**src/sv/adfid_pkg.sv**
```systemverilog
// Shared types and constants for the audio drift frame insert/drop block.
package adfid_pkg;

  // Default sizes of the block.
  localparam int MAX_FRAMES_DEF  = 4096;
  localparam int DRIFT_WIDTH_DEF = 24;

  // Fixed field widths of the stream items.
  localparam int CNT_W       = 13;
  localparam int DRIFT_IN_W  = 24;
  localparam int SAMPLE_W    = 16;
  localparam int IN_TDATA_W  = 88;
  localparam int OUT_TDATA_W = 32;

  // Frames per unit of adjustment at a buffer header is 200. The quotient
  // n/200 equals (n * 5243) >> 20 for every 13-bit frame count n.
  localparam logic [CNT_W-1:0] HDR_RECIP = CNT_W'(5243);
  localparam int               HDR_SHIFT = 20;

  // Item kinds carried in the input tuser; the fourth code is ignored.
  typedef enum logic [1:0] {
    MODE_DRIFT  = 2'd0,
    MODE_HEADER = 2'd1,
    MODE_FRAME  = 2'd2
  } mode_t;

  // One classified input item as it sits in the queue.
  typedef struct packed {
    mode_t                         kind;
    logic signed [DRIFT_IN_W-1:0]  drift;
    logic [CNT_W-1:0]              frames;
    logic [CNT_W-1:0]              spare;
    logic signed [SAMPLE_W-1:0]    left;
    logic signed [SAMPLE_W-1:0]    right;
  } item_t;

  // Request to the shared serial divider.
  typedef struct packed {
    logic             start;
    logic [CNT_W-1:0] dividend;
    logic [CNT_W-1:0] divisor;
  } div_req_t;

  // Answer of the shared serial divider.
  typedef struct packed {
    logic             done;
    logic [CNT_W-1:0] quotient;
  } div_rsp_t;

endpackage

```
**src/sv/audio_drift_frame_insert_drop.sv**
```systemverilog
// Top level of the audio drift compensator: input queue, sequencer and divider.
// A drift item updates the pending drift, and a frame is taken once the output
// register is free; a frame that gets an interpolated neighbor places the neighbor
// and then itself in the output, and a dropped frame or drift item emits nothing. A
// buffer header holds the back end while it is taken (frames/200 by reciprocal
// multiplication), the adjustment T is planned, frames/(T+1) runs on the shared
// divider that yields one quotient bit per cycle, the quotient is taken and the
// first insert or drop point is placed. A two-entry input queue keeps taking items
// meanwhile until it is full, so streaming frames pass at one per cycle while the
// output is not stalled and no neighbor is inserted.
module audio_drift_frame_insert_drop #(
  parameter int MAX_FRAMES  = adfid_pkg::MAX_FRAMES_DEF,
  parameter int DRIFT_WIDTH = adfid_pkg::DRIFT_WIDTH_DEF
) (
  input  logic                                clk,
  input  logic                                rst_n,
  input  logic                                in_tvalid,
  output logic                                in_tready,
  // drift_amount, frame_count, spare_frames, left_sample, right_sample, zero fill
  input  logic [adfid_pkg::IN_TDATA_W-1:0]    in_tdata,
  // mode
  input  logic [1:0]                          in_tuser,
  output logic                                out_tvalid,
  input  logic                                out_tready,
  // out_left, out_right
  output logic [adfid_pkg::OUT_TDATA_W-1:0]   out_tdata,
  // is_inserted
  output logic                                out_tuser,
  // buffer_end
  output logic                                out_tlast
);
  import adfid_pkg::*;

  logic     q_valid;
  item_t    q_item;
  logic     q_pop;
  div_req_t div_req;
  div_rsp_t div_rsp;

  adfid_front u_front (
    .clk       (clk),
    .rst_n     (rst_n),
    .in_tvalid (in_tvalid),
    .in_tready (in_tready),
    .in_tdata  (in_tdata),
    .in_tuser  (in_tuser),
    .q_valid   (q_valid),
    .q_item    (q_item),
    .q_pop     (q_pop)
  );

  adfid_div u_div (
    .clk   (clk),
    .rst_n (rst_n),
    .req   (div_req),
    .rsp   (div_rsp)
  );

  adfid_back #(
    .MAX_FRAMES  (MAX_FRAMES),
    .DRIFT_WIDTH (DRIFT_WIDTH)
  ) u_back (
    .clk        (clk),
    .rst_n      (rst_n),
    .q_valid    (q_valid),
    .q_item     (q_item),
    .q_pop      (q_pop),
    .div_req    (div_req),
    .div_rsp    (div_rsp),
    .out_tvalid (out_tvalid),
    .out_tready (out_tready),
    .out_tdata  (out_tdata),
    .out_tuser  (out_tuser),
    .out_tlast  (out_tlast)
  );

  // A full queue always presents a head item to the back end.
  a_full_has_head: assert property (@(posedge clk) disable iff (!rst_n)
    !in_tready |-> q_valid)
    else $error("input queue full but no head item");

  // An interpolated frame never closes a buffer.
  a_ins_not_last: assert property (@(posedge clk) disable iff (!rst_n)
    out_tvalid && out_tuser |-> !out_tlast)
    else $error("inserted frame marked as buffer end");

  // The original frame follows its inserted neighbor right away.
  a_ins_followed: assert property (@(posedge clk) disable iff (!rst_n)
    out_tvalid && out_tready && out_tuser |=> out_tvalid && !out_tuser)
    else $error("inserted frame not followed by its original");

endmodule

```
**src/sv/adfid_front.sv**
```systemverilog
// Input side: accepts items, classifies them and holds them in a two-entry queue.
module adfid_front (
  input  logic                                 clk,
  input  logic                                 rst_n,
  input  logic                                 in_tvalid,
  output logic                                 in_tready,
  input  logic [adfid_pkg::IN_TDATA_W-1:0]     in_tdata,
  input  logic [1:0]                           in_tuser,
  output logic                                 q_valid,
  output adfid_pkg::item_t                     q_item,
  input  logic                                 q_pop
);
  import adfid_pkg::*;

  localparam int QUEUE_DEPTH = 2;

  item_t      slot_r [QUEUE_DEPTH];
  logic       wr_ptr_r;
  logic       rd_ptr_r;
  logic [1:0] cnt_r;
  logic       keep;
  logic       push;
  item_t      item_in;

  // Classify the item: the unused kind is accepted and dropped here.
  always_comb begin
    unique case (in_tuser) inside
      MODE_DRIFT, MODE_HEADER, MODE_FRAME: keep = 1'b1;
      default:                             keep = 1'b0;
    endcase
  end

  // Unpack the payload fields from the lowest bit up.
  always_comb begin
    item_in.kind   = mode_t'(in_tuser);
    item_in.drift  = in_tdata[23:0];
    item_in.frames = in_tdata[36:24];
    item_in.spare  = in_tdata[49:37];
    item_in.left   = in_tdata[65:50];
    item_in.right  = in_tdata[81:66];
  end

  assign in_tready = (cnt_r < 2'(QUEUE_DEPTH));
  assign push      = in_tvalid && in_tready && keep;
  assign q_valid   = (cnt_r != 2'd0);
  assign q_item    = slot_r[rd_ptr_r];

  // Queue storage holds payload only.
  always_ff @(posedge clk) begin
    if (push) begin
      slot_r[wr_ptr_r] <= item_in;
    end
  end

  // Queue pointers and fill count.
  always_ff @(posedge clk) begin
    if (!rst_n) begin
      wr_ptr_r <= 1'b0;
      rd_ptr_r <= 1'b0;
      cnt_r    <= 2'd0;
    end else begin
      if (push) begin
        wr_ptr_r <= ~wr_ptr_r;
      end
      if (q_pop) begin
        rd_ptr_r <= ~rd_ptr_r;
      end
      if (push && !q_pop) begin
        cnt_r <= cnt_r + 2'd1;
      end else if (!push && q_pop) begin
        cnt_r <= cnt_r - 2'd1;
      end
    end
  end

endmodule

```
**src/sv/adfid_div.sv**
```systemverilog
// Shared restoring divider: one quotient bit per cycle over the frame count width.
module adfid_div (
  input  logic                  clk,
  input  logic                  rst_n,
  input  adfid_pkg::div_req_t   req,
  output adfid_pkg::div_rsp_t   rsp
);
  import adfid_pkg::*;

  localparam int STEP_W = $clog2(CNT_W + 1);

  logic [CNT_W:0]    rem_r;
  logic [CNT_W-1:0]  quo_r;
  logic [CNT_W-1:0]  dvs_r;
  logic [STEP_W-1:0] step_r;
  logic              busy_r;
  logic              done_r;
  logic [CNT_W:0]    rem_sh;
  logic              fits;

  // One restoring step: shift in the next dividend bit and try the divisor.
  assign rem_sh = {rem_r[CNT_W-1:0], quo_r[CNT_W-1]};
  assign fits   = (rem_sh >= {1'b0, dvs_r});

  always_ff @(posedge clk) begin
    if (!rst_n) begin
      busy_r <= 1'b0;
      done_r <= 1'b0;
      step_r <= '0;
    end else begin
      done_r <= 1'b0;
      if (req.start) begin
        busy_r <= 1'b1;
        step_r <= STEP_W'(CNT_W);
      end else if (busy_r) begin
        step_r <= step_r - STEP_W'(1);
        if (step_r == STEP_W'(1)) begin
          busy_r <= 1'b0;
          done_r <= 1'b1;
        end
      end
    end
  end

  // Datapath registers carry no reset.
  always_ff @(posedge clk) begin
    if (req.start) begin
      rem_r <= '0;
      quo_r <= req.dividend;
      dvs_r <= req.divisor;
    end else if (busy_r) begin
      rem_r <= fits ? (rem_sh - {1'b0, dvs_r}) : rem_sh;
      quo_r <= {quo_r[CNT_W-2:0], fits};
    end
  end

  assign rsp.done     = done_r;
  assign rsp.quotient = quo_r;

endmodule

```
**src/sv/adfid_back.sv**
```systemverilog
// Execution side: drift bookkeeping, per-buffer planning and frame insert/drop.
module adfid_back #(
  parameter int MAX_FRAMES  = adfid_pkg::MAX_FRAMES_DEF,
  parameter int DRIFT_WIDTH = adfid_pkg::DRIFT_WIDTH_DEF
) (
  input  logic                                 clk,
  input  logic                                 rst_n,
  input  logic                                 q_valid,
  input  adfid_pkg::item_t                     q_item,
  output logic                                 q_pop,
  output adfid_pkg::div_req_t                  div_req,
  input  adfid_pkg::div_rsp_t                  div_rsp,
  output logic                                 out_tvalid,
  input  logic                                 out_tready,
  output logic [adfid_pkg::OUT_TDATA_W-1:0]    out_tdata,
  output logic                                 out_tuser,
  output logic                                 out_tlast
);
  import adfid_pkg::*;

  localparam int MARK_W = CNT_W + 1;
  localparam int SUM_W  = ((DRIFT_WIDTH > DRIFT_IN_W) ? DRIFT_WIDTH : DRIFT_IN_W) + 1;
  localparam logic signed [SUM_W-1:0] DRIFT_MAX =
    SUM_W'((64'sd1 <<< (DRIFT_WIDTH - 1)) - 64'sd1);
  localparam logic signed [SUM_W-1:0] DRIFT_MIN = -DRIFT_MAX - SUM_W'(1);

  typedef enum logic [2:0] {
    S_IDLE,
    S_SECOND,
    S_ADJ,
    S_CHUNK,
    S_MARK
  } state_t;

  typedef enum logic [1:0] {
    DIR_NONE = 2'd0,
    DIR_PAD  = 2'd1,
    DIR_LATE = 2'd2
  } dir_t;

  state_t                         state_r;
  logic signed [DRIFT_WIDTH-1:0]  pending_r;
  logic [CNT_W-1:0]               nbuf_r;
  logic [CNT_W-1:0]               pos_r;
  logic [CNT_W-1:0]               chunk_r;
  logic [CNT_W-1:0]               adj_r;
  logic [CNT_W-1:0]               spare_r;
  logic [CNT_W-1:0]               hdr_quo_r;
  dir_t                           dir_r;
  logic [SAMPLE_W-1:0]            prev_l_r;
  logic [SAMPLE_W-1:0]            prev_rt_r;
  logic [MARK_W-1:0]              mark_r;
  logic [CNT_W-1:0]               marks_left_r;
  logic                           out_valid_r;
  logic [SAMPLE_W-1:0]            out_l_r;
  logic [SAMPLE_W-1:0]            out_rt_r;
  logic                           out_ins_r;
  logic                           out_end_r;
  logic [SAMPLE_W-1:0]            hold_l_r;
  logic [SAMPLE_W-1:0]            hold_rt_r;
  logic                           hold_end_r;

  logic                           out_free;
  logic signed [SUM_W-1:0]        drift_sum;
  logic signed [DRIFT_WIDTH-1:0]  pending_nxt;
  logic [CNT_W-1:0]               frames_sat;
  logic [2*CNT_W-1:0]             hdr_prod;
  logic [CNT_W-1:0]               hdr_quo;
  logic [DRIFT_WIDTH-1:0]         drift_mag;
  logic                           drift_zero;
  logic                           drift_pos;
  logic [CNT_W-1:0]               t_base;
  logic [CNT_W-1:0]               t_mag;
  logic [CNT_W-1:0]               t_pad;
  logic [CNT_W-1:0]               adj_nxt;
  dir_t                           dir_nxt;
  logic signed [DRIFT_WIDTH-1:0]  pending_adj;
  logic [2*CNT_W-1:0]             span;
  logic [MARK_W-1:0]              first_ins;
  logic signed [SAMPLE_W:0]       sum_l;
  logic signed [SAMPLE_W:0]       sum_rt;
  logic signed [SAMPLE_W:0]       rnd_l;
  logic signed [SAMPLE_W:0]       rnd_rt;
  logic                           in_buf;
  logic                           is_last;
  logic                           hit_drop;
  logic                           hit_ins;
  logic                           take_frame;

  assign out_free = !out_valid_r || out_tready;

  // Saturating add of a drift amount.
  always_comb begin
    drift_sum = SUM_W'(pending_r) + SUM_W'(q_item.drift);
    if (drift_sum > DRIFT_MAX) begin
      pending_nxt = DRIFT_WIDTH'(DRIFT_MAX);
    end else if (drift_sum < DRIFT_MIN) begin
      pending_nxt = DRIFT_WIDTH'(DRIFT_MIN);
    end else begin
      pending_nxt = DRIFT_WIDTH'(drift_sum);
    end
  end

  // Oversized frame counts are clamped to the buffer limit.
  assign frames_sat = (32'(q_item.frames) > 32'(MAX_FRAMES)) ? CNT_W'(MAX_FRAMES)
                                                              : q_item.frames;

  // Frames/200 by reciprocal multiplication, taken with the header.
  assign hdr_prod = frames_sat * HDR_RECIP;
  assign hdr_quo  = CNT_W'(hdr_prod >> HDR_SHIFT);

  // Adjustment for this buffer, from frames/200 and the pending drift.
  always_comb begin
    drift_zero = (pending_r == '0);
    drift_pos  = !pending_r[DRIFT_WIDTH-1] && !drift_zero;
    drift_mag  = pending_r[DRIFT_WIDTH-1] ? DRIFT_WIDTH'(-pending_r)
                                          : DRIFT_WIDTH'(pending_r);
    t_base     = (hdr_quo_r == '0) ? CNT_W'(1) : hdr_quo_r;
    t_mag      = (32'(t_base) > 32'(drift_mag)) ? CNT_W'(drift_mag) : t_base;
    t_pad      = (t_mag > spare_r) ? spare_r : t_mag;
    if (nbuf_r < CNT_W'(2) || drift_zero) begin
      adj_nxt = '0;
      dir_nxt = DIR_NONE;
    end else if (drift_pos) begin
      adj_nxt = t_pad;
      dir_nxt = (t_pad != '0) ? DIR_PAD : DIR_NONE;
    end else begin
      adj_nxt = t_mag;
      dir_nxt = DIR_LATE;
    end
    pending_adj = drift_pos ? (pending_r - DRIFT_WIDTH'(adj_nxt))
                            : (pending_r + DRIFT_WIDTH'(adj_nxt));
  end

  // First insertion point when padding: N minus T chunks.
  assign span      = adj_r * chunk_r;
  assign first_ins = MARK_W'(nbuf_r) - MARK_W'(span);

  // Interpolated frame, each channel averaged with truncation toward zero.
  always_comb begin
    sum_l  = (SAMPLE_W+1)'(q_item.left) + (SAMPLE_W+1)'($signed(prev_l_r));
    sum_rt = (SAMPLE_W+1)'(q_item.right) + (SAMPLE_W+1)'($signed(prev_rt_r));
    rnd_l  = sum_l + $signed({{SAMPLE_W{1'b0}}, sum_l[SAMPLE_W]});
    rnd_rt = sum_rt + $signed({{SAMPLE_W{1'b0}}, sum_rt[SAMPLE_W]});
  end

  // Frame classification against the current buffer plan.
  assign in_buf   = (pos_r < nbuf_r);
  assign is_last  = ((pos_r + CNT_W'(1)) == nbuf_r);
  assign hit_drop = (dir_r == DIR_LATE) && (marks_left_r != '0) &&
                    ((MARK_W'(pos_r) + MARK_W'(1)) == mark_r);
  assign hit_ins  = (dir_r == DIR_PAD) && (marks_left_r != '0) &&
                    (MARK_W'(pos_r) == mark_r);

  assign take_frame = (state_r == S_IDLE) && q_valid && (q_item.kind == MODE_FRAME) &&
                      out_free;

  // Pop the queue head when the back end takes it in this cycle.
  always_comb begin
    q_pop = 1'b0;
    if (state_r == S_IDLE && q_valid) begin
      case (q_item.kind) inside
        MODE_DRIFT, MODE_HEADER: q_pop = 1'b1;
        MODE_FRAME:              q_pop = out_free;
        default:                 q_pop = 1'b1;
      endcase
    end
  end

  // Divider request: frames/(T+1) as soon as the adjustment is planned.
  always_comb begin
    div_req.start    = (state_r == S_ADJ);
    div_req.dividend = nbuf_r;
    div_req.divisor  = adj_nxt + CNT_W'(1);
  end

  // Sequencer with its state and the output register.
  always_ff @(posedge clk) begin
    if (!rst_n) begin
      state_r      <= S_IDLE;
      pending_r    <= '0;
      nbuf_r       <= '0;
      pos_r        <= '0;
      chunk_r      <= '0;
      adj_r        <= '0;
      spare_r      <= '0;
      hdr_quo_r    <= '0;
      dir_r        <= DIR_NONE;
      prev_l_r     <= '0;
      prev_rt_r    <= '0;
      mark_r       <= '0;
      marks_left_r <= '0;
      out_valid_r  <= 1'b0;
    end else begin
      if (out_tready) begin
        out_valid_r <= 1'b0;
      end
      unique case (state_r)
        S_IDLE: begin
          if (q_valid && q_item.kind == MODE_DRIFT) begin
            pending_r <= pending_nxt;
          end else if (q_valid && q_item.kind == MODE_HEADER) begin
            nbuf_r       <= frames_sat;
            spare_r      <= q_item.spare;
            hdr_quo_r    <= hdr_quo;
            pos_r        <= '0;
            marks_left_r <= '0;
            state_r      <= S_ADJ;
          end else if (take_frame) begin
            prev_l_r  <= q_item.left;
            prev_rt_r <= q_item.right;
            if (!in_buf) begin
              out_valid_r <= 1'b1;
              out_l_r     <= q_item.left;
              out_rt_r    <= q_item.right;
              out_ins_r   <= 1'b0;
              out_end_r   <= 1'b0;
            end else begin
              pos_r <= pos_r + CNT_W'(1);
              if (hit_drop) begin
                marks_left_r <= marks_left_r - CNT_W'(1);
                mark_r       <= mark_r + MARK_W'(chunk_r);
              end else if (hit_ins) begin
                marks_left_r <= marks_left_r - CNT_W'(1);
                mark_r       <= mark_r + MARK_W'(chunk_r);
                out_valid_r  <= 1'b1;
                out_l_r      <= rnd_l[SAMPLE_W:1];
                out_rt_r     <= rnd_rt[SAMPLE_W:1];
                out_ins_r    <= 1'b1;
                out_end_r    <= 1'b0;
                hold_l_r     <= q_item.left;
                hold_rt_r    <= q_item.right;
                hold_end_r   <= is_last;
                state_r      <= S_SECOND;
              end else begin
                out_valid_r <= 1'b1;
                out_l_r     <= q_item.left;
                out_rt_r    <= q_item.right;
                out_ins_r   <= 1'b0;
                out_end_r   <= is_last;
              end
            end
          end
        end
        S_SECOND: begin
          // The original frame follows its interpolated neighbor.
          if (out_free) begin
            out_valid_r <= 1'b1;
            out_l_r     <= hold_l_r;
            out_rt_r    <= hold_rt_r;
            out_ins_r   <= 1'b0;
            out_end_r   <= hold_end_r;
            state_r     <= S_IDLE;
          end
        end
        S_ADJ: begin
          adj_r     <= adj_nxt;
          dir_r     <= dir_nxt;
          pending_r <= pending_adj;
          state_r   <= S_CHUNK;
        end
        S_CHUNK: begin
          if (div_rsp.done) begin
            chunk_r <= div_rsp.quotient;
            state_r <= S_MARK;
          end
        end
        S_MARK: begin
          // Late drops start one chunk in; padding starts T chunks before the end.
          mark_r       <= (dir_r == DIR_PAD) ? first_ins : MARK_W'(chunk_r);
          marks_left_r <= adj_r;
          state_r      <= S_IDLE;
        end
        default: begin
          state_r <= S_IDLE;
        end
      endcase
    end
  end

  assign out_tvalid = out_valid_r;
  assign out_tdata  = {out_rt_r, out_l_r};
  assign out_tuser  = out_ins_r;
  assign out_tlast  = out_end_r;

endmodule

```
**config.mk**
```make
export PLATFORM = sky130hd
export DESIGN_NAME = audio_drift_frame_insert_drop
export DESIGN_NICKNAME = d
export VERILOG_FILES = /design/src/sv/adfid_pkg.sv /design/src/sv/audio_drift_frame_insert_drop.sv /design/src/sv/adfid_front.sv /design/src/sv/adfid_div.sv /design/src/sv/adfid_back.sv
export SDC_FILE = /design/constraint.sdc
export NUM_CORES = 1
export LEC_CHECK = 0
export ABC_AREA = 1
export BUFFER_PORTS_ARGS = -buffer_cell sky130_fd_sc_hd__buf_4
export CORE_MARGIN = 2
export CORE_UTILIZATION = 63
export CTS_CLUSTER_DIAMETER = 100
export DETAILED_ROUTE_END_ITERATION = 10
export PLACE_DENSITY = 0.81
export SYNTH_ARGS = -nofsm -noshare
export SYNTH_HDL_FRONTEND = slang
export SYNTH_HIERARCHICAL = 1
export SYNTH_SLANG_ARGS = --single-unit
```
**constraint.sdc**
```tcl
create_clock -name clk -period 20.1 [get_ports clk]
set_input_delay 3.015 -clock clk [delete_from_list [all_inputs] [get_ports clk]]
set_output_delay 3.015 -clock clk [all_outputs]
set_load 0.03 [all_outputs]
```
# [Word-level counts from Yosys, hierarchy flattened]
# Memories as Yosys holds them, arrays and structs flattened. A register that Yosys moved wholly into a read port is not among the register bits.
# Index checks and enable logic that the tools add are counted.
[op_classes] bitwise_logic=7 n_addsub=18 multipliers=2 reduce_logical=50 magnitude_cmp=9 n_eq_ne=28 n_mux=101
[op_table] operator="$mux 16" n=14
[op_table] operator="$mux 13" n=17
[op_table] operator="$mux 24" n=5
[op_table] operator="$mux 14" n=7
[op_table] operator="$pmux 16 s2" n=2
[op_table] operator="$pmux 24 s2" n=1
[op_table] operator="$add 16x16->17" n=2
[op_table] operator="$add 17x2->17" n=2
[op_table] operator="$mux 1" n=34
[op_table] operator="$pmux 14 s2" n=1
[op_table] operator="$add 13x1->13 const B" n=2
[op_table] operator="$mul 13x13->26 const B" n=1
[op_table] operator="$pmux 13 s2" n=1
[op_table] operator="$reduce_bool 13->1" n=2
[op_table] operator="$add 24x24->25" n=1
[op_table] operator="$gt 25x24->1 const B" n=1
[op_table] operator="$lt 25x24->1 const B" n=1
[op_table] operator="$add 24x13->24" n=1
[op_table] operator="$gt 13x24->1" n=1
[op_table] operator="$logic_not 24->1" n=1
[op_table] operator="$mux 3" n=8
[op_table] operator="$neg 24->24" n=1
[op_table] operator="$sub 24x13->24" n=1
[op_table] operator="$reduce_bool 2->1" n=8
[op_table] operator="other kinds (51)" n=100
[totals] input_bits=94 ff_bits=276 n_memories=1 ram_bits=168 output_inout_bits=36 elab_cells=247
[memory_table] memory="u_front.slot_r" words=2 width=84 rd=1 rd_clocked_by_memory_dff=1 wr=1 line_no="adfid_front.sv:17" text="item_t slot_r [QUEUE_DEPTH];"

# [Logic depth before layout (Yosys ltp)]
[depth] depth_word=11 mapped_depth=56

# [Modules after synthesis]
# The synthesis kept the hierarchy.
[modules_own_cells] module="adfid_back" area_per_inst_um2=23959.2 n_inst=1 seq_area_each_um2=5215.0 cells_each=3335
[modules_own_cells] module="adfid_front" area_per_inst_um2=6538.8 n_inst=1 seq_area_each_um2=5144.9 cells_each=297
[modules_own_cells] module="adfid_div" area_per_inst_um2=2791.4 n_inst=1 seq_area_each_um2=1161.1 cells_each=371

# [Worst setup path before layout]
# OpenSTA, ideal clock, no wires.
[synth_path] kind="input port to flip-flop" startpoint="in in_tuser[0]" endpoint="mem u_front/slot_r[0][0] in the netlist's numbering, enable pin" setup_ps=527 stages=3 required_ps=19573 arrival_ps=6701 setup_slack_ps=12872 n_path_buf=0 cell_sequence="nand2_1 -> nand3_1 -> nor2_1"
[synth_via] elab_chain_cells=6
[synth_rtl] element="start: declaration" line_no="audio_drift_frame_insert_drop.sv:22" text="input logic [1:0] in_tuser,"
[synth_rtl] element="$eq 2x2->1 (no source line), or another cell as far along"
[synth_rtl] element="$reduce_or 3->1 (*)" line_no="adfid_front.sv:27" text="unique case (in_tuser) inside"
[synth_rtl] element="$mux 1 (*)" line_no="adfid_front.sv:27"
[synth_rtl] element="$logic_and 1x1->1 (*)" line_no="adfid_front.sv:44" text="assign push = in_tvalid && in_tready && keep;"
[synth_rtl] element="$mux 1 (*)" line_no="adfid_front.sv:50" text="if (push) begin"
[synth_rtl] element="$mux 1 (not written as such) (*)" line_no="adfid_front.sv:51" text="slot_r[wr_ptr_r] <= item_in;"
[synth_rtl] element="end: declaration" line_no="adfid_front.sv:17"
# Mark *: on every way between the ends. The rest lies on a longest branch, timed or not.

# [Worst setup path after layout]
[layout_path] startpoint="reg u_back.pending_r[0]" endpoint="reg u_back.pending_r[18]"
[layout_via] elab_chain_cells=11
[layout_rtl] element="start: declaration" line_no="adfid_back.sv:42" text="logic signed [DRIFT_WIDTH-1:0] pending_r;"
[layout_rtl] element="start signal: assignment" line_no="adfid_back.sv:201" text="pending_r <= pending_nxt;"
[layout_rtl] element="start signal: assignment" line_no="adfid_back.sv:259" text="pending_r <= pending_adj;"
[layout_rtl] element="$neg 24->24" line_no="adfid_back.sv:116" text="drift_mag = pending_r[DRIFT_WIDTH-1] ? DRIFT_WIDTH'(-pending_r)"
[layout_rtl] element="$mux 24" line_no="adfid_back.sv:116"
[layout_rtl] element="$gt 13x24->1" line_no="adfid_back.sv:119" text="t_mag = (32'(t_base) > 32'(drift_mag)) ? CNT_W'(drift_mag) : t_base;"
[layout_rtl] element="$mux 13" line_no="adfid_back.sv:119"
[layout_rtl] element="$gt 13x13->1" line_no="adfid_back.sv:120" text="t_pad = (t_mag > spare_r) ? spare_r : t_mag;"
[layout_rtl] element="$mux 13" line_no="adfid_back.sv:120"
[layout_rtl] element="$mux 13" line_no="adfid_back.sv:124" text="end else if (drift_pos) begin"
[layout_rtl] element="$mux 13 (*)" line_no="adfid_back.sv:121" text="if (nbuf_r < CNT_W'(2) || drift_zero) begin"
[layout_rtl] element="net u_back.adj_nxt[1]" line_no="adfid_back.sv:75" text="logic [CNT_W-1:0] adj_nxt;"
[layout_rtl] element="$add 24x13->24 / $sub 24x13->24 (equally long branches)" line_no="adfid_back.sv:132, adfid_back.sv:131"
[layout_rtl] element="$mux 24 (*)" line_no="adfid_back.sv:131" text="pending_adj = drift_pos ? (pending_r - DRIFT_WIDTH'(adj_nxt))"
[layout_rtl] element="$pmux 24 s2 (*)" line_no="adfid_back.sv:198" text="unique case (state_r)"
# Mark *: on every way through the listed nets, which the timed path passes. The rest lies on a longest branch. The select of a mux whose other input is x is not followed.
# A chain may end at the register's enable or synchronous reset.

==> results.txt <==
----------------------------------------------------
[Status]
  Status ... finished clean

[Yosys]
  Number of synthesized register bits ... 445
  Count of flip-flops with a built-in enable after synthesis ... 261
  Most used DFF post-synth ... sky130_fd_sc_hd__edfxtp_1
  Number of distinct standard cells referenced by the synthesized netlist ... 67
  Avg Synthesized Cell Area ... 8.316 um2
  Proportion of netlist area held by the largest area contributor ... 23.54%
  Leading area contributor after synthesis ... sky130_fd_sc_hd__edfxtp_1
  Share of synthesized registers carrying an async set or reset ... 0%
  Synth warnings ... 6
  Mapped cell area ... 33290 um2
  Number of standard cells after synthesis ... 4003
  Post-synthesis sequential area ratio ... 34.61%
  Largest cells by area after synthesis ... sky130_fd_sc_hd__edfxtp_1 24%, sky130_fd_sc_hd__dfxtp_1 11%, sky130_fd_sc_hd__ha_1 11%

[STA]
  Achievable Freq ... 125.0 MHz
  Final Hold Viols ... 0
  Post-Route Hold Slack ... 0.4743 ns
  Worst setup skew after layout ... 0.02633 ns
  Unrepaired setup endpoints after global routing ... no
  Crit path time final ... 7.998 ns
  Part of the cycle the worst path needs ... 39.79%
  Tightest slew margin relative to the limit ... 31.48%
  Pins Over Slew Limit ... 0
  Tightest Pin Transition ... 1.025 ns
  Final-layout setup total negative slack ... 0 ns
  Final number of setup-violating endpoints ... 0

[GRT]
  Largest net degree at the start of global routing ... 99
  Overall routing resource usage ... 29.99%
  Number of global-route vias before repair ... 26.41k
  Wire length of the first global-routing pass ... 131900 um
  Residual overflow from global routing ... 0
  Antenna violations before repair ... 1

[Layout]
  Final Net Count ... 4589
  Commonest cells after routing, fill and taps aside ... 815 x sky130_fd_sc_hd__nand2_1, 533 x sky130_fd_sc_hd__inv_1, 331 x sky130_fd_sc_hd__nor2_1
  Most common library cell in the layout ignoring fill and taps ... sky130_fd_sc_hd__nand2_1
  Ratio of cells with drive above 1 in the final layout ... 10.55%
  Antenna cells ... 0
  Synth-to-layout area growth ... 9.062%

[Setup path]
  Critical path launch point type ... flip-flop
  Peak per-stage delay on the critical path ... 0.53 ns
  Critical path data required time ... 20.58 ns
  Type of destination of the critical path ... flip-flop
  Critical Path Slowest Stage Cell ... sky130_fd_sc_hd__dfxtp_1
  Largest fanout on the critical path ... 8
  Setup CP Type ... reg2reg
  R2R Path End ... u_back/pending_r[18]$_SDFFE_PN0P_
  Critical path arrival ... 8.48 ns
  Worst-case register-to-register setup slack ... 12.10 ns
  Startpoint of the worst register-to-register path ... u_back/pending_r[0]$_SDFFE_PN0P_
  Logic depth of the worst register-to-register path ... 50
  Cell type with the highest occurrence count on the critical path ... sky130_fd_sc_hd__nand2_1

[Floorplan]
  Die Height ... 233.9 um
  I/O Pins ... 130
  Standard-cell row count ... 84
  Die outline area ... 54700 um2
  Starting Density ... 63.47%
  Area of the core region ... 52450 um2
  Horizontal die dimension ... 233.9 um

[Hold path]
  Endpoint with the worst hold slack ... u_div/rem_r[12]$_SDFFE_PP0P_
  Type of the worst min-delay path ... reg2reg
  Cell depth of the worst hold path ... 2
  Hold wc startpoint ... u_div/rem_r[12]$_SDFFE_PP0P_

[Placement]
  Quantity of I/O buffers inserted on ports ... 123
  Final HPWL from detailed placement ... 60060 um
  Global placer's final weighted congestion ... 0.9242

[Detailed routing]
  Remaining DRCs ... 0
  Initial drt markers ... 2356
  Final Routed Wirelength ... 81350 um
  Number of nets with antenna violations after routing ... 0
  Number of vias in the routed layout ... 27.56k
  Vias per std cell ... 5.726
  Wirelength per Cell ... 16.91 um
  Drt first pass iters ... 7

[Clock tree]
  Number of CTS-inserted buffers ... 48
  Clock tree sinks ... 445
  Number of buffers inserted to repair setup after CTS ... 0
  Clock tree root buffer cell ... sky130_fd_sc_hd__clkbuf_16
  Insertion delay to the later sink of the worst-skew pair ... 0.62 ns
  Bufs on Longest Clock Path ... 3
  H-tree Lvls ... 2
  Count of hold-fix buffers inserted at cts ... 0
  TritonCTS clock tree ... done
  Number of gates resized after CTS ... 0
  Clock slew at reported path FFs ... 0.06 ns

[Run]
  Max cap viols ... 0

----------------------------------------------------
==> final cells by class <==
class	count	area, um2
Multi-Input combinational cell	2889	19170
Fill cell	4116	16140
Sequential cell	445	11520
Inverter	555	2090
Clock buffer	59	1272
Timing Repair Buffer	145	1089
Tap cell	688	860.8
Clock inverter	31	301.5
==> synthesized netlist by cell type (4+ instances only) <==
cell	count
sky130_fd_sc_hd__buf_2	12
sky130_fd_sc_hd__ha_1	280
sky130_fd_sc_hd__nand2_2	31
sky130_fd_sc_hd__nor3_1	42
sky130_fd_sc_hd__o21a_1	7
sky130_fd_sc_hd__o31ai_1	8
sky130_fd_sc_hd__nand2_4	5
sky130_fd_sc_hd__a21oi_1	296
sky130_fd_sc_hd__nor2_2	19
sky130_fd_sc_hd__edfxtp_1	261
sky130_fd_sc_hd__nor2_4	11
sky130_fd_sc_hd__mux2_2	24
sky130_fd_sc_hd__nor2_1	335
sky130_fd_sc_hd__clkbuf_1	91
sky130_fd_sc_hd__buf_1	4
sky130_fd_sc_hd__nand2_1	815
sky130_fd_sc_hd__nand3_2	10
sky130_fd_sc_hd__a211oi_1	15
sky130_fd_sc_hd__dfxtp_1	184
sky130_fd_sc_hd__o21ai_0	305
sky130_fd_sc_hd__xor2_1	99
sky130_fd_sc_hd__o21bai_1	15
sky130_fd_sc_hd__or2_2	9
sky130_fd_sc_hd__inv_1	533
sky130_fd_sc_hd__xnor2_1	47
sky130_fd_sc_hd__o2111ai_1	6
sky130_fd_sc_hd__fa_1	131
sky130_fd_sc_hd__o21ai_1	17
sky130_fd_sc_hd__a21o_1	11
sky130_fd_sc_hd__mux2_4	60
sky130_fd_sc_hd__nand4_1	41
sky130_fd_sc_hd__a221oi_1	5
sky130_fd_sc_hd__nor4_1	21
sky130_fd_sc_hd__inv_2	17
sky130_fd_sc_hd__nand3b_1	8
sky130_fd_sc_hd__a32o_1	4
sky130_fd_sc_hd__buf_6	11
sky130_fd_sc_hd__o211ai_1	16
sky130_fd_sc_hd__nand3_1	139
sky130_fd_sc_hd__a31oi_1	15
==> sequential cells by signal, summed over array words and instances, names as in the netlist, 14 cells and up, named ones only <==
register / flops
u_front/slot_r: 168
u_back/pending_r: 24
u_back/prev_l_r: 16
u_back/mark_r: 14
u_back/hold_l_r: 16
u_back/hold_rt_r: 16
u_back/prev_rt_r: 16
u_back/out_l_r: 16
u_back/out_rt_r: 16
==> metrics by stage <==
stage	setup WS [ns]	utilization, %	area (um2)	instances
global placement	12.44	66.23	34730	4722
finish	12.10	69.23	36310	4812
detailed placement	12.30	66.23	34730	4722
global route	11.36	69.23	36310	4812
floorplan	12.87	-	33310	4009
CTS	12.25	69.23	36310	4812
==> cells by family (layout without fill, tap and decap cells) <==
logic type	Yosys count	in the layout	synth area share, %
AND/OR/NAND/NOR	1501	1501	19.50
AO/OA/AOI/OAI	740	740	12.14
buffers and inverters	675	790	7.983
flip-flops	445	445	34.61
adder cells (fa/ha/maj)	411	411	18.40
XOR/XNOR	146	146	3.841
multiplexers	84	84	3.518
other	1	7	0.01126
==> critical path: cells and delay by family, from the launching register on <==
family | cells | cell delay [ns]
buf+inv | 5 | 0.60
flops | 1 | 0.53
fa+ha+maj | 5 | 1.41
simple gates | 26 | 2.74
compound gates | 14 | 2.58
==> layer usage <==
metal / GRT usage (%) / wire length, um
met4: 11.25 / 2645
met3: 3.915 / 5963
met2: 49.39 / 37730
met1: 40.57 / 35020
met5: 0 / 0
==> worst max-delay path by stage <==
stage                     slack [ns]                        startpoint  cells after the start                                end
after floorplan                12.87                       in_tuser[0]                      3     u_front/slot_r[0][0]$_DFFE_PP_
after global placement         12.44  u_back/pending_r[0]$_SDFFE_PN0P_                     52  u_back/pending_r[21]$_SDFFE_PN0P_
after detailed placement       12.30  u_back/pending_r[0]$_SDFFE_PN0P_                     52  u_back/pending_r[21]$_SDFFE_PN0P_
after CTS                      12.25  u_back/pending_r[0]$_SDFFE_PN0P_                     52  u_back/pending_r[21]$_SDFFE_PN0P_
after global routing           11.36  u_back/pending_r[0]$_SDFFE_PN0P_                     50  u_back/pending_r[18]$_SDFFE_PN0P_
final                          12.10  u_back/pending_r[0]$_SDFFE_PN0P_                     50  u_back/pending_r[18]$_SDFFE_PN0P_
Power is not shown: default switching activity piles up to over one toggle a cycle in this logic, so the estimate is an artifact.
